===== src/hdl/cfae_pkg.sv =====
// Types, constants and the CRC step shared by the CRC-16 frame block.
package cfae_pkg;

  localparam int MaxFrame   = 256;
  localparam int CountLimit = 511;
  // received frame overflows when a byte arrives with byte_count already at this
  localparam int LenLimit   = (MaxFrame < CountLimit) ? MaxFrame : CountLimit;
  localparam logic [15:0] CrcPoly = 16'h1021;

  typedef enum logic [1:0] {
    KIND_PAYLOAD = 2'd0,
    KIND_CRC     = 2'd1,
    KIND_STATUS  = 2'd2
  } kind_t;

  typedef enum logic [2:0] {
    ST_GOOD          = 3'd0,
    ST_CRC_ERROR     = 3'd1,
    ST_SHORT         = 3'd2,
    ST_TOO_LONG      = 3'd3,
    ST_NOT_LISTENING = 3'd4
  } status_t;

  typedef struct packed {
    logic [7:0] len;
    status_t    status;
    kind_t      kind;
    logic [7:0] data;
  } item_t;

  // up to three results caused by one input byte
  typedef struct packed {
    logic [1:0]       cnt;
    item_t [2:0]      items;
  } bundle_t;

  typedef struct packed {
    logic    valid;
    bundle_t bundle;
  } push_t;

  // CRC-16/XMODEM, one byte, MSB first
  function automatic logic [15:0] crc_fold(input logic [15:0] crc, input logic [7:0] b);
    logic [15:0] c;
    c = crc ^ {b, 8'h00};
    for (int i = 0; i < 8; i++) begin
      if (c[15]) c = {c[14:0], 1'b0} ^ CrcPoly;
      else       c = {c[14:0], 1'b0};
    end
    return c;
  endfunction

endpackage


===== src/hdl/cfae_core.sv =====
// Frame state, CRC accumulation and result generation for one accepted byte.
module cfae_core (
  input  logic                clk,
  input  logic                rst_n,
  input  logic                accept,
  input  logic                op,
  input  logic [7:0]          data,
  input  logic                last,
  input  logic                cfg_we,
  input  logic                cfg_data,
  output cfae_pkg::push_t     push
);

  logic [15:0] crc_r, crc_nxt;
  logic [8:0]  cnt_r, cnt_nxt;
  logic        mode_r, mode_nxt;
  logic        ovl_r, ovl_nxt;
  logic        listen_r;
  logic [7:0]  hold0_r, hold0_nxt, hold1_r, hold1_nxt;

  logic             mode;
  logic [7:0]       crc_in;
  logic [15:0]      crc_f;
  logic [8:0]       len9;
  cfae_pkg::item_t  st_item;
  cfae_pkg::bundle_t bnd;

  assign mode   = (cnt_r == 9'd0 && !ovl_r) ? op : mode_r;
  assign crc_in = mode ? data : hold0_r;
  assign crc_f  = cfae_pkg::crc_fold(crc_r, crc_in);

  always_comb begin
    crc_nxt   = crc_r;
    cnt_nxt   = cnt_r;
    mode_nxt  = mode;
    ovl_nxt   = ovl_r;
    hold0_nxt = hold0_r;
    hold1_nxt = hold1_r;
    bnd       = '0;
    st_item   = '0;
    len9      = '0;
    if (mode) begin
      bnd.items[0].data = data;
      bnd.items[0].kind = cfae_pkg::KIND_PAYLOAD;
      bnd.cnt           = 2'd1;
      crc_nxt           = crc_f;
      if (cnt_r < 9'(cfae_pkg::CountLimit)) cnt_nxt = cnt_r + 9'd1;
      if (last) begin
        bnd.items[1].data = crc_f[7:0];
        bnd.items[1].kind = cfae_pkg::KIND_CRC;
        bnd.items[2].data = crc_f[15:8];
        bnd.items[2].kind = cfae_pkg::KIND_CRC;
        bnd.cnt           = 2'd3;
      end
    end else begin
      if (!ovl_r) begin
        if (cnt_r >= 9'(cfae_pkg::LenLimit)) begin
          ovl_nxt = 1'b1;
        end else begin
          if (cnt_r >= 9'd2) begin
            bnd.items[0].data = hold0_r;
            bnd.items[0].kind = cfae_pkg::KIND_PAYLOAD;
            bnd.cnt           = 2'd1;
            crc_nxt           = crc_f;
            hold0_nxt         = hold1_r;
            hold1_nxt         = data;
          end else if (cnt_r[0]) begin
            hold1_nxt = data;
          end else begin
            hold0_nxt = data;
          end
          cnt_nxt = cnt_r + 9'd1;
        end
      end
      if (last) begin
        st_item.kind = cfae_pkg::KIND_STATUS;
        if (ovl_nxt) begin
          st_item.status = cfae_pkg::ST_TOO_LONG;
        end else if (cnt_nxt < 9'd2) begin
          st_item.status = cfae_pkg::ST_SHORT;
        end else begin
          len9        = cnt_nxt - 9'd2;
          st_item.len = (len9 > 9'd255) ? 8'hFF : len9[7:0];
          if ({hold1_nxt, hold0_nxt} != crc_nxt) st_item.status = cfae_pkg::ST_CRC_ERROR;
          else if (!listen_r)                    st_item.status = cfae_pkg::ST_NOT_LISTENING;
          else                                   st_item.status = cfae_pkg::ST_GOOD;
        end
        if (bnd.cnt == 2'd1) begin
          bnd.items[1] = st_item;
          bnd.cnt      = 2'd2;
        end else begin
          bnd.items[0] = st_item;
          bnd.cnt      = 2'd1;
        end
      end
    end
    // frame end returns the CRC, count, mode and overflow state to idle
    if (last) begin
      crc_nxt  = '0;
      cnt_nxt  = '0;
      mode_nxt = 1'b0;
      ovl_nxt  = 1'b0;
    end
  end

  assign push.valid  = accept && (bnd.cnt != 2'd0);
  assign push.bundle = bnd;

  always_ff @(posedge clk) begin
    if (!rst_n) begin
      crc_r    <= '0;
      cnt_r    <= '0;
      mode_r   <= 1'b0;
      ovl_r    <= 1'b0;
      listen_r <= 1'b1;
    end else begin
      if (accept) begin
        crc_r  <= crc_nxt;
        cnt_r  <= cnt_nxt;
        mode_r <= mode_nxt;
        ovl_r  <= ovl_nxt;
      end
      if (cfg_we) listen_r <= cfg_data;
    end
  end

  // held bytes are only read after both were written in the frame
  always_ff @(posedge clk) begin
    if (accept) begin
      hold0_r <= hold0_nxt;
      hold1_r <= hold1_nxt;
    end
  end

endmodule


===== src/hdl/cfae_outq.sv =====
// Two-entry result queue that serializes each bundle onto the output channel.
module cfae_outq (
  input  logic             clk,
  input  logic             rst_n,
  input  cfae_pkg::push_t  push,
  output logic             in_ready,
  output logic             out_valid,
  input  logic             out_ready,
  output cfae_pkg::item_t  out_item,
  output logic             out_last
);

  cfae_pkg::bundle_t q_r [2];
  logic       wr_ptr_r, rd_ptr_r;
  logic [1:0] cnt_r, cnt_nxt;
  logic [1:0] sub_r;
  cfae_pkg::bundle_t head;
  logic       pop, xfer;

  assign head      = q_r[rd_ptr_r];
  assign out_valid = (cnt_r != 2'd0);
  assign in_ready  = (cnt_r != 2'd2);
  assign out_last  = (sub_r == head.cnt - 2'd1);
  assign xfer      = out_valid && out_ready;
  assign pop       = xfer && out_last;

  always_comb begin
    case (sub_r)
      2'd0:    out_item = head.items[0];
      2'd1:    out_item = head.items[1];
      2'd2:    out_item = head.items[2];
      default: out_item = '0;
    endcase
  end

  always_comb begin
    cnt_nxt = cnt_r;
    if (push.valid && !pop) cnt_nxt = cnt_r + 2'd1;
    else if (!push.valid && pop) cnt_nxt = cnt_r - 2'd1;
  end

  always_ff @(posedge clk) begin
    if (!rst_n) begin
      wr_ptr_r <= 1'b0;
      rd_ptr_r <= 1'b0;
      cnt_r    <= '0;
      sub_r    <= '0;
    end else begin
      cnt_r <= cnt_nxt;
      if (push.valid) wr_ptr_r <= ~wr_ptr_r;
      if (pop) begin
        rd_ptr_r <= ~rd_ptr_r;
        sub_r    <= '0;
      end else if (xfer) begin
        sub_r <= sub_r + 2'd1;
      end
    end
  end

  always_ff @(posedge clk) begin
    if (push.valid) q_r[wr_ptr_r] <= push.bundle;
  end

endmodule


===== src/hdl/crc16_frame_append_and_check_top.sv =====
// Top level of the CRC-16 frame append and check block.
//
//  channel | direction | tdata / data              | tuser        | tlast
//  --------+-----------+---------------------------+--------------+-----------
//  in_     | slave     | [7:0] data_byte           | [0] op       | last_byte
//  out_    | master    | [7:0] out_byte,           | [1:0] kind   | end_of_run
//          |           | [10:8] frame_status,      |              |
//          |           | [18:11] payload_length    |              |
//  cfg_    | slave     | [0] listening             | -            | -
//
// One input byte per cycle while in_tready is high; each byte's results are
// registered in the result queue. A transmit frame end adds two CRC results to
// its payload result; the two-bundle result queue sets when in_tready drops.
// Reset is synchronous, active low, and leaves listening at 1 and no frame open.
// Output stalls back up into the queue; in_tready falls only when it is full.
// cfg_ready is always high; write it only while the block is idle.
module crc16_frame_append_and_check_top (
  input  logic        clk,
  input  logic        rst_n,
  input  logic        in_tvalid,
  output logic        in_tready,
  input  logic [7:0]  in_tdata,   // [7:0] data_byte
  input  logic [0:0]  in_tuser,   // [0] op
  input  logic        in_tlast,
  output logic        out_tvalid,
  input  logic        out_tready,
  output logic [23:0] out_tdata,  // [7:0] out_byte, [10:8] frame_status,
                                  // [18:11] payload_length, [23:19] zero
  output logic [1:0]  out_tuser,  // [1:0] item_kind
  output logic        out_tlast,
  input  logic        cfg_valid,
  output logic        cfg_ready,
  input  logic [0:0]  cfg_data    // [0] listening
);

  cfae_pkg::push_t push;
  cfae_pkg::item_t item;
  logic            accept;

  assign accept    = in_tvalid && in_tready;
  assign cfg_ready = 1'b1;

  cfae_core u_core (
    .clk      (clk),
    .rst_n    (rst_n),
    .accept   (accept),
    .op       (in_tuser[0]),
    .data     (in_tdata),
    .last     (in_tlast),
    .cfg_we   (cfg_valid),
    .cfg_data (cfg_data[0]),
    .push     (push)
  );

  cfae_outq u_outq (
    .clk       (clk),
    .rst_n     (rst_n),
    .push      (push),
    .in_ready  (in_tready),
    .out_valid (out_tvalid),
    .out_ready (out_tready),
    .out_item  (item),
    .out_last  (out_tlast)
  );

  assign out_tdata = {5'b0, item.len, item.status, item.data};
  assign out_tuser = item.kind;

endmodule


===== config.mk =====
export PLATFORM = sky130hd
export DESIGN_NAME = crc16_frame_append_and_check_top
export DESIGN_NICKNAME = d
export VERILOG_FILES = /design/src/hdl/cfae_pkg.sv /design/src/hdl/cfae_core.sv /design/src/hdl/cfae_outq.sv /design/src/hdl/crc16_frame_append_and_check_top.sv
export SDC_FILE = /design/constraint.sdc
export NUM_CORES = 1
export LEC_CHECK = 0
export ABC_AREA = 1
export BUFFER_PORTS_ARGS = -buffer_cell sky130_fd_sc_hd__buf_2
export CORE_UTILIZATION = 55
export DETAILED_ROUTE_END_ITERATION = 10
export HOLD_SLACK_MARGIN = 0.12
export PLACE_DENSITY = 0.71
export SETUP_SLACK_MARGIN = 0.05
export SLEW_MARGIN = 20
export SYNTH_ARGS = -nofsm -noshare
export SYNTH_HDL_FRONTEND = slang
export SYNTH_SLANG_ARGS = --single-unit

===== constraint.sdc =====
create_clock -name clk -period 6.8 [get_ports clk]
set_input_delay 0.68 -clock clk [delete_from_list [all_inputs] [get_ports clk]]
set_output_delay 0.68 -clock clk [all_outputs]
set_load 0.05 [all_outputs]

==> results of run 1 <==
[worst max-delay path, stage by stage, from the launching register on]
cell	delay (ps)
dfxtp_1	510
inv_1	270
ha_1	190
nor2_1	60
nand2_2	150
nand2_2	470
inv_2	620
ha_1	240
inv_1	60
nand3_1	100
nand2_1	180
nor2_4	790
buf_4	420
[power breakdown]
group,switching [mW],internal (mW)
clock network,0.420,0.556
registers,0.111,1.37
logic,2.01,0.710
[layer usage]
metal / share of wire / global-route usage / vias to the layer above
met5: 0 / 0 / -
met4: 0.017 / 0.0907 / 0
met3: 0.085 / 0.0578 / 39
met2: 0.44 / 0.423 / 334
met1: 0.46 / 0.411 / 3495
li1: - / - / 3696
[cell usage in the layout (no fill, tap or decap), drive strengths merged, types with 7 or more instances in the layout]
| master | Yosys | routed |
|---|---|---|
| edfxtp | 118 | 118 |
| dfxtp | 35 | 35 |
| o22ai | 12 | 12 |
| nand2 | 279 | 279 |
| clkbuf | 29 | 17 |
| inv | 107 | 116 |
| xor2 | 10 | 10 |
| o21ai | 109 | 109 |
| o21a | 12 | 12 |
| buf | 24 | 47 |
| a21oi | 50 | 50 |
| o211ai | 7 | 7 |
| nand3 | 126 | 126 |
| nor2 | 128 | 128 |
| ha | 12 | 12 |
[logic make-up (layout without fill, tap and decap cells)]
| group | Yosys count | count (layout) | synth area share |
|---|---|---|---|
| multiplexers | 1 | 1 | 0.00115 |
| AO/OA/AOI/OAI | 204 | 204 | 0.129 |
| AND/OR/NAND/NOR | 549 | 549 | 0.275 |
| XOR/XNOR | 11 | 11 | 0.0111 |
| buffers and inverters | 162 | 188 | 0.0767 |
| flip-flops | 153 | 153 | 0.489 |
| other | 2 | 6 | 0.000866 |
| adder cells (fa/ha/maj) | 12 | 12 | 0.0173 |
[per-stage QoR]
step / hold slack [ps] / area [um^2] / cells / worst slack, ps / total power [mW]
6_report: 441 / 9590 / 1335 / 2410 / 5.18
3_3_place_gp: 472 / 8960 / 1302 / 2540 / 4.12
2_1_floorplan: 441 / 8690 / 1098 / 2080 / 3.50
4_1_cts: 426 / 9570 / 1334 / 2370 / 5.13
3_5_place_dp: 480 / 8960 / 1302 / 2380 / 4.15
5_1_grt: 445 / 9590 / 1335 / 1960 / 5.49
[registers in the layout, indices dropped and copies added, names as in the netlist, named ones only]
| signal | flops |
|---|---|
| u_outq.sub_r | 2 |
| u_outq.wr_ptr_r | 1 |
| u_core.cnt_r | 9 |
| u_core.crc_r | 16 |
| u_core.hold1_r | 8 |
| u_outq.rd_ptr_r | 1 |
| u_core.hold0_r | 8 |
| u_core.ovl_r | 1 |
| u_outq.q_r | 102 |
| u_core.listen_r | 1 |
| u_outq.cnt_r | 2 |
| u_core.mode_r | 1 |
[worst paths after layout]
| check | from | to | slack, ps | depth (start not counted) |
|---|---|---|---|---|
| min reg2reg | u_core.listen_r | u_core.listen_r | 490 | 2 |
| max reg2reg | u_core.cnt_r[0] | u_outq.q_r[1][5] | 2410 | 12 |
| max | u_core.cnt_r[0] | u_outq.q_r[1][5] | 2410 | 12 |
| min | cfg_valid | u_core.listen_r | 440 | 2 |
[final cells by class]
type	instances	area, um^2
clock buffer	17	425
clock inverter	15	179
fill	1326	5730
inverter	109	409
multi-input combinational	783	3800
sequential	153	4240
tap	211	264
timing repair buffer	47	268
==> impl_metrics.csv, run 1 <==
group,metric,value,unit
synthesis,synth-edff-count,118,
routing,vias_per_cell,5.67,
clock_tree,htreeDepth,4,
worst_setup_path,path_max_fanout,39,
finish,drive_above_1_share,0.115,
clock_tree,cts.clk_slew.worst_paths,70,ps
global_routing,grt_max_degree,53,
synthesis,yosys_warnings,0,
synthesis,synth_top_cell_by_area,"edfxtp_1",
finish,nets,1139,
timing,tns,0,ps
floorplan,initial_core_util,0.567,
synthesis,synth.distinct_cells,43,
global_routing,grt_pass1_vias,6600,
timing,drv_slew,0,
global_routing,antenna_found_initial,0,
clock_tree,cts-root-buf,"clkbuf_16",
synthesis,avgSynthCellArea,7.93,um^2
synthesis,synth_top_area_frac,0.408,
routing,drt_iter0_markers,776,
worst_setup_path,crit_required,6910,ps
floorplan,rows,45,
routing,drt-total-wl,22400,um
synthesis,syn_area,8680,um^2
outcome,outcome,"finished, final reports clean",
floorplan,core-area,15300,um^2
clock_tree,cts-resized-gates,0,
finish,final_core_util,0.626,
synthesis,synthFlopType,"edfxtp_1",
clock_tree,cts_sinks,153,
clock_tree,clk_latency,440,ps
job,max_cap_viol_count,0,
power_and_ir_drop,p_leak,4.04,nW
synthesis,syn_inst,1094,
synthesis,ys_ff_latch,153,
timing,min_period,4390,ps
routing,first_pass_iters,6,
global_routing,grt_pass1_wl,34800,um
synthesis,synth_common_cells,"nand2_1 (250), nand3_1 (124), nor2_1 (124)",
global_routing,grt_usage,0.282,
global_routing,grt_overflow,0,
hold_path,hold_path_class,"primary input to register",
clock_tree,cts_inserted_buffers,17,
timing,grt_setup_unrepaired,"false",
clock_tree,cts_hold_buf,0,
routing,drc_errors,0,
timing,hold_violations,0,
placement,place_congestion,0.931,
power_and_ir_drop,p_per_area,541,nW/um^2
timing,final-setup-viol-count,0,
timing,max_slew_margin,0.286,
worst_setup_path,arrival,4500,ps
timing,clock.fmax,228,MHz
finish,area_growth,10.5,%
clock_tree,post-cts-setup-buffers,0,
synthesis,yosysSeqAreaShare,0.489,
worst_setup_path,worstSetupEndpointType,"register",
timing,final.setup_skew,14.4,ps
routing,drtAntennaViolNets,0,
routing,wire_per_inst,16.8,um
timing,tightest_slew,1070,ps
timing,finalCritPeriodShare,0.646,
clock_tree,cts_tree,"yes",
worst_setup_path,crit_type,"register to register",
worst_setup_path,crit_path_start_kind,"register",
placement,place_hpwl,15300,um
synthesis,yosysMostFrequentCell,"nand2_1",
placement,port_buffers,39,
clock_tree,cts_max_path_buffers,2,
synthesis,ys_async_sr_fraction,0,
floorplan,ios,46,
power_and_ir_drop,peakVddDrop,0.000307,V
synthesis,synthTopCellsByArea,"edfxtp_1 (41%), nand2_1 (11%), dfxtp_1 (8.1%)",
finish,diodes,0,
floorplan,dieArea,16300,um^2
floorplan,dieWidth,128,um
routing,vias,7564,
floorplan,fp.dieH,128,um
No activity file was read; power rests on OpenSTA's default activity.
==> inputs of run 2 (changes only) <==
- PLACE_DENSITY: 0.71 -> 0.74
- clock period: 6.8 -> 3.6 ns (I/O delays scaled with it)
==> impl_metrics.csv, run 2 (synthesis results as in run 1) <==
group,metric,value,unit
global_routing,grt_pass1_wl,34200,um
floorplan,fp.dieH,128,um
global_routing,antenna_found_initial,0,
timing,grt_setup_unrepaired,"false",
routing,vias,7489,
finish,diodes,0,
timing,tns,0,ps
global_routing,grt_usage,0.275,
hold_path,whs_path_depth,2,
finish,regMostFlops,"u_outq.q_r",
finish,final_cell_mix,"nand2_1 (250), nand3_1 (124), nor2_1 (122), edfxtp_1 (118)",
timing,final.setup_skew,7.71,ps
routing,first_pass_iters,5,
power_and_ir_drop,power.switching,4.73,mW
global_routing,grt_pass1_vias,6520,
worst_setup_path,cp_slowest_cell,"dfxtp_1",
clock_tree,cts.clk_slew.worst_paths,70,ps
worst_setup_path,slowest_delay,440,ps
floorplan,dieWidth,128,um
clock_tree,cts_inserted_buffers,17,
power_and_ir_drop,power_frac_clock,0.185,
placement,port_buffers,39,
clock_tree,clk_latency,430,ps
finish,reg_top3,"u_outq.q_r (102), u_core.crc_r (16), u_core.cnt_r (9)",
finish,instances_no_fill,1346,
timing,hold_ws,126,ps
clock_tree,cts-root-buf,"clkbuf_16",
finish,drive_above_1_share,0.123,
routing,drt_iter0_markers,898,
power_and_ir_drop,p_leak,4.08,nW
finish,final_common_cell,"nand2_1",
floorplan,dieArea,16300,um^2
worst_setup_path,crit_cells,23,
timing,final-setup-viol-count,0,
clock_tree,cts_tree,"yes",
clock_tree,htreeDepth,4,
routing,drt-total-wl,21400,um
routing,wire_per_inst,15.9,um
worst_setup_path,worstSetupEndpointType,"register",
routing,vias_per_cell,5.56,
worst_setup_path,cp_cell_sequence,"inv_1 -> ha_1 -> nand2_2 -> nor2_4 -> nand2_1 -> nand2_2 -> nand2_2 -> buf_4 -> nand2_1 -> nand3_1 -> nand2_2 -> nand2_4 -> nand3_1 -> nand3_1 -> nand2_1 -> inv_1 -> nand2_1 -> nor2_1 -> nand2_1 -> nor2_2 -> nand3_1 -> nand2_1 -> nor2_1",
floorplan,core-area,15300,um^2
timing,hold_violations,0,
finish,largest_register_ff_count,102,
timing,tightest_slew,947,ps
power_and_ir_drop,peakVddDrop,0.000382,V
clock_tree,cts_max_path_buffers,2,
timing,clock.fmax,315,MHz
routing,drc_errors,0,
floorplan,rows,45,
finish,area_growth,11.2,%
hold_path,hold_path_class,"primary input to register",
worst_setup_path,cp_common_cell,"nand2_1",
placement,place_congestion,0.955,
worst_setup_path,cp_top_family,"simple AND/OR/NAND/NOR gates",
worst_setup_path,path_max_fanout,19,
routing,drtAntennaViolNets,0,
power_and_ir_drop,internal-power,5.02,mW
floorplan,initial_core_util,0.567,
power_and_ir_drop,pwr-share-comb,0.530,
timing,finalCritPeriodShare,0.882,
timing,max_slew_margin,0.365,
clock_tree,cts_sinks,153,
worst_setup_path,arrival,3330,ps
power_and_ir_drop,swShare,0.485,
placement,place_hpwl,15200,um
worst_setup_path,r2r_cells,23,
floorplan,ios,46,
finish,nets,1150,
timing,drv_slew,0,
job,max_cap_viol_count,0,
clock_tree,cts_hold_buf,0,
worst_setup_path,crit_required,3750,ps
power_and_ir_drop,seqPwrFrac,0.285,
global_routing,grt_max_degree,50,
placement,dp_cells,1314,
timing,min_period,3180,ps
worst_setup_path,crit_type,"register to register",
global_routing,grt_overflow,0,
outcome,outcome,"finished, final reports clean",
worst_setup_path,crit_path_start_kind,"register",
worst_setup_path,cp.buffers_inverters,3,
power_and_ir_drop,p_per_area,1010,nW/um^2
[run 2: area by class of cell]
class | count | area [um^2]
Clock buffer | 18 | 429
Clock inverter | 14 | 161
Fill cell | 1354 | 5670
Inverter | 109 | 412
Multi-Input combinational cell | 783 | 3800
Sequential cell | 153 | 4240
Tap cell | 211 | 264
Timing Repair Buffer | 58 | 338
[run 2: final timing paths]
kind	startpoint	endpoint	slack [ps]
max	u_core.cnt_r[1]	u_outq.q_r[0][31]	420
min	cfg_valid	u_core.listen_r	130
max reg2reg	u_core.cnt_r[1]	u_outq.q_r[0][31]	420
min reg2reg	u_outq.cnt_r[1]	u_outq.cnt_r[1]	480
[run 2: power groups by stage]
stage                     Clock (mW)  Combinational (mW)  Sequential (mW)
after floorplan                    0                3.84             2.76
after global routing            1.89                5.70             2.82
after CTS                       1.81                5.09             2.77
after detailed placement           0                5.08             2.81
final                           1.80                5.17             2.78
after global placement             0                5.03             2.80
[run 2: per-layer routing]
metal  routed length, um  global-route usage  part of all wire
met3                1590              0.0494             0.074
met2                9430               0.421              0.44
met4                 221              0.0734             0.010
met5                   0                   0                 0
met1               10100               0.404              0.47
[run 2: repair_timing]
action,4_1_cts,5_1_grt
buffers inserted,0,0
setup endpoints to repair,0,20
gates resized for setup,0,4
[run 2: metrics by stage]
| step | instance area, um^2 | utilization | power (mW) | worst slack [ps] |
|---|---|---|---|---|
| floorplan | 8700 | - | 6.60 | -273 |
| global placement | 9050 | 0.591 | 7.83 | 300 |
| detailed placement | 9050 | 0.591 | 7.89 | 268 |
| CTS | 9640 | 0.630 | 9.67 | 213 |
| global route | 9650 | 0.630 | 10.4 | 131 |
| finish | 9650 | 0.630 | 9.75 | 424 |
==> inputs of run 3 (changes only) <==
- ABC_AREA: 1 -> 0
==> impl_metrics.csv, run 3 <==
group,metric,value,unit
finish,seqCellArea,4250,um^2
worst_setup_path,r2r-start,"u_core.cnt_r[1]",
routing,drc_errors,0,
global_routing,grt_usage,0.277,
routing,wl_met3,1590,um
floorplan,core-area,15200,um^2
floorplan,initial_core_util,0.564,
finish,final_cell_mix,"edfxtp_1 (118), nor2_1 (63), nand2_1 (55), xnor2_1 (44), buf_4 (44)",
clock_tree,cts.clk_slew.worst_paths,60,ps
timing,hold_violations,0,
worst_setup_path,arrival,3560,ps
timing,tightest_slew,1080,ps
synthesis,yosys_warnings,0,
synthesis,synth_top_cell_by_area,"edfxtp_1",
clock_tree,clk_latency,430,ps
routing,highest_layer,"met4",
finish,nFillCells,1159,
synthesis,synth_top_area_frac,0.414,
timing,finalCritPeriodShare,0.944,
timing,final-setup-viol-count,0,
synthesis,synthFlopType,"edfxtp_1",
synthesis,syn_area,8570,um^2
worst_setup_path,crit_required,3760,ps
timing,clock.fmax,294,MHz
finish,final_common_cell,"edfxtp_1",
routing,drtAntennaViolNets,0,
synthesis,synth_common_cells,"edfxtp_1 (118), nor2_1 (64), nand2_1 (58)",
routing,wire_per_inst,20.6,um
timing,max_slew_margin,0.276,
routing,met2_length,9840,um
global_routing,grt_pass1_vias,6301,
clock_tree,cts_tree,"yes",
finish,diodes,0,
floorplan,fp.dieH,127,um
finish,reg_top3,"u_outq.q_r (102), u_core.crc_r (16), u_core.cnt_r (9)",
timing,drv_slew,0,
finish,largest_register_ff_count,102,
hold_path,min_to,"u_core.listen_r",
power_and_ir_drop,swShare,0.363,
power_and_ir_drop,peakVddDrop,0.000401,V
power_and_ir_drop,power_frac_clock,0.282,
floorplan,rows,45,
power_and_ir_drop,total_power,6.39,mW
timing,final.setup_skew,10.4,ps
worst_setup_path,cp_top_family,"simple AND/OR/NAND/NOR gates",
synthesis,avgSynthCellArea,10.7,um^2
worst_setup_path,ff2ff_setup_slack,200,ps
finish,regMostFlops,"u_outq.q_r",
routing,drt-total-wl,21500,um
power_and_ir_drop,internal-power,4.07,mW
global_routing,grt_pass1_wl,34000,um
placement,port_buffers,39,
global_routing,grt_overflow,0,
job,max_cap_viol_count,0,
finish,nets,874,
power_and_ir_drop,pwr-share-comb,0.354,
clock_tree,cts_max_path_buffers,2,
routing,vias,6561,
power_and_ir_drop,seqPwrFrac,0.364,
floorplan,dieArea,16100,um^2
finish,multi_input_area,4100,um^2
timing,setup_ws,202,ps
worst_setup_path,slowest_delay,440,ps
hold_path,hold_start,"cfg_data",
worst_setup_path,crit_path_start_kind,"register",
synthesis,syn_inst,798,
global_routing,antenna_found_initial,0,
synthesis,yosysMostFrequentCell,"edfxtp_1",
clock_tree,cts_sinks,153,
global_routing,grt_max_degree,36,
synthesis,synth.distinct_cells,72,
floorplan,ios,46,
synthesis,ys_async_sr_fraction,0,
routing,vias_per_cell,6.27,
power_and_ir_drop,p_per_area,653,nW/um^2
placement,place_ws,166,ps
clock_tree,cts_inserted_buffers,17,
synthesis,synth-edff-count,118,
hold_path,hold_path_class,"primary input to register",
worst_setup_path,r2r_cells,10,
finish,area_growth,14.2,%
placement,place_congestion,0.964,
clock_tree,cts_hold_buf,0,
power_and_ir_drop,power.switching,2.32,mW
worst_setup_path,path_max_fanout,6,
worst_setup_path,cp_cell_sequence,"ha_4 -> or4_4 -> o31ai_4 -> mux2_2 -> xnor2_1 -> nor2_1 -> a2111oi_2 -> nand4_1 -> nor4_1 -> a21oi_1",
floorplan,dieWidth,127,um
synthesis,synthTopCellsByArea,"edfxtp_1 (41%), dfxtp_1 (8.2%), xnor2_1 (4.5%)",
power_and_ir_drop,p_leak,3.60,nW
worst_setup_path,cp_slowest_cell,"or4_4",
finish,drive_above_1_share,0.211,
clock_tree,cts-root-buf,"clkbuf_16",
outcome,outcome,"finished, final reports clean",
routing,drt-met1-wl,9510,um
worst_setup_path,r2r_end,"u_outq.q_r[0][10]",
routing,first_pass_iters,5,
placement,place_hpwl,14900,um
synthesis,ys_ff_latch,153,
clock_tree,htreeDepth,4,
worst_setup_path,cp.buffers_inverters,0,
timing,min_period,3400,ps
timing,grt_setup_unrepaired,"false",
worst_setup_path,worstSetupEndpointType,"register",
synthesis,yosysSeqAreaShare,0.495,
worst_setup_path,crit_type,"register to register",
timing,tns,0,ps
hold_path,whs_path_depth,3,
routing,drt_iter0_markers,765,
==> run 3: cell types whose count changed after synthesis, moves of 28 or more <==
cell	delta
xnor2_1	+43
nor2_1	-60
mux2i_1	+28
o21ai_0	-68
mux2_2	+34
inv_1	-79
nand3_1	-105
nand2_1	-192
==> run 3: cell families (layout without fill, tap and decap cells) <==
logic type | after synthesis | in the layout | synth area share
xor+xnor | 67 | 67 | 0.0752
compound gates | 161 | 161 | 0.132
other cells | 2 | 6 | 0.000877
buf+inv | 80 | 137 | 0.0400
flops | 153 | 153 | 0.495
fa+ha+maj | 12 | 12 | 0.0175
mux | 65 | 65 | 0.0830
simple gates | 258 | 258 | 0.156
==> run 3: power by group through the flow <==
| stage | logic (mW) | clock network [mW] | registers [mW] |
|---|---|---|---|
| floorplan | 1.69 | 0 | 2.30 |
| CTS | 2.23 | 1.81 | 2.32 |
| global route | 2.42 | 1.89 | 2.34 |
| detailed placement | 2.22 | 0 | 2.35 |
| finish | 2.26 | 1.80 | 2.32 |
| global placement | 2.17 | 0 | 2.34 |
==> run 3: per-stage QoR <==
stage                     cells  hold slack [ps]  instance area (um^2)   util
final                      1047              152                  9780  0.643
after floorplan             802              442                  8690      -
after global routing       1047              150                  9780  0.643
after CTS                  1043              149                  9720  0.640
after global placement     1011              469                  9140  0.601
after detailed placement   1011              476                  9140  0.601
==> run 3: worst max-delay path by stage <==
| stage | from | endpoint | slack (ps) | cells past startpoint |
|---|---|---|---|---|
| 5_1_grt | u_core.cnt_r[7] | u_outq.q_r[1][33] | 90 | 9 |
| 2_1_floorplan | u_core.cnt_r[0] | u_outq.q_r[0][0] | 30 | 12 |
| 6_report | u_core.cnt_r[1] | u_outq.q_r[0][10] | 200 | 10 |
| 4_1_cts | u_core.cnt_r[7] | u_outq.q_r[1][31] | 140 | 9 |
| 3_5_place_dp | u_core.cnt_r[7] | u_outq.q_r[1][31] | 170 | 9 |
| 3_3_place_gp | u_core.cnt_r[7] | u_outq.q_r[0][31] | 250 | 9 |
==> run 3: cell type report <==
type,instances,area share
Clock buffer,21,0.0450
Clock inverter,11,0.0150
Inverter,22,0.00896
Multi-Input combinational cell,569,0.419
Sequential cell,153,0.434
Tap cell,188,0.0241
Timing Repair Buffer,83,0.0537
==> run 3: metal layers <==
| metal | up-vias | GRT usage |
|---|---|---|
| met1 | 3181 | 0.387 |
| met4 | 0 | 0.110 |
| li1 | 3029 | - |
| met5 | - | 0 |
| met3 | 52 | 0.0523 |
| met2 | 299 | 0.428 |
==> run 3: what timing repair did <==
item	in CTS	in global routing
setup endpoints to repair	0	8
gates resized for setup	0	7
setup buffers	0	4
==> run 3: tightest hold or removal path, delay by kind of cell <==
family                 cells  cell delay, ps
buffers and inverters      1              70
multiplexers               1              60
AND/OR/NAND/NOR            1              60
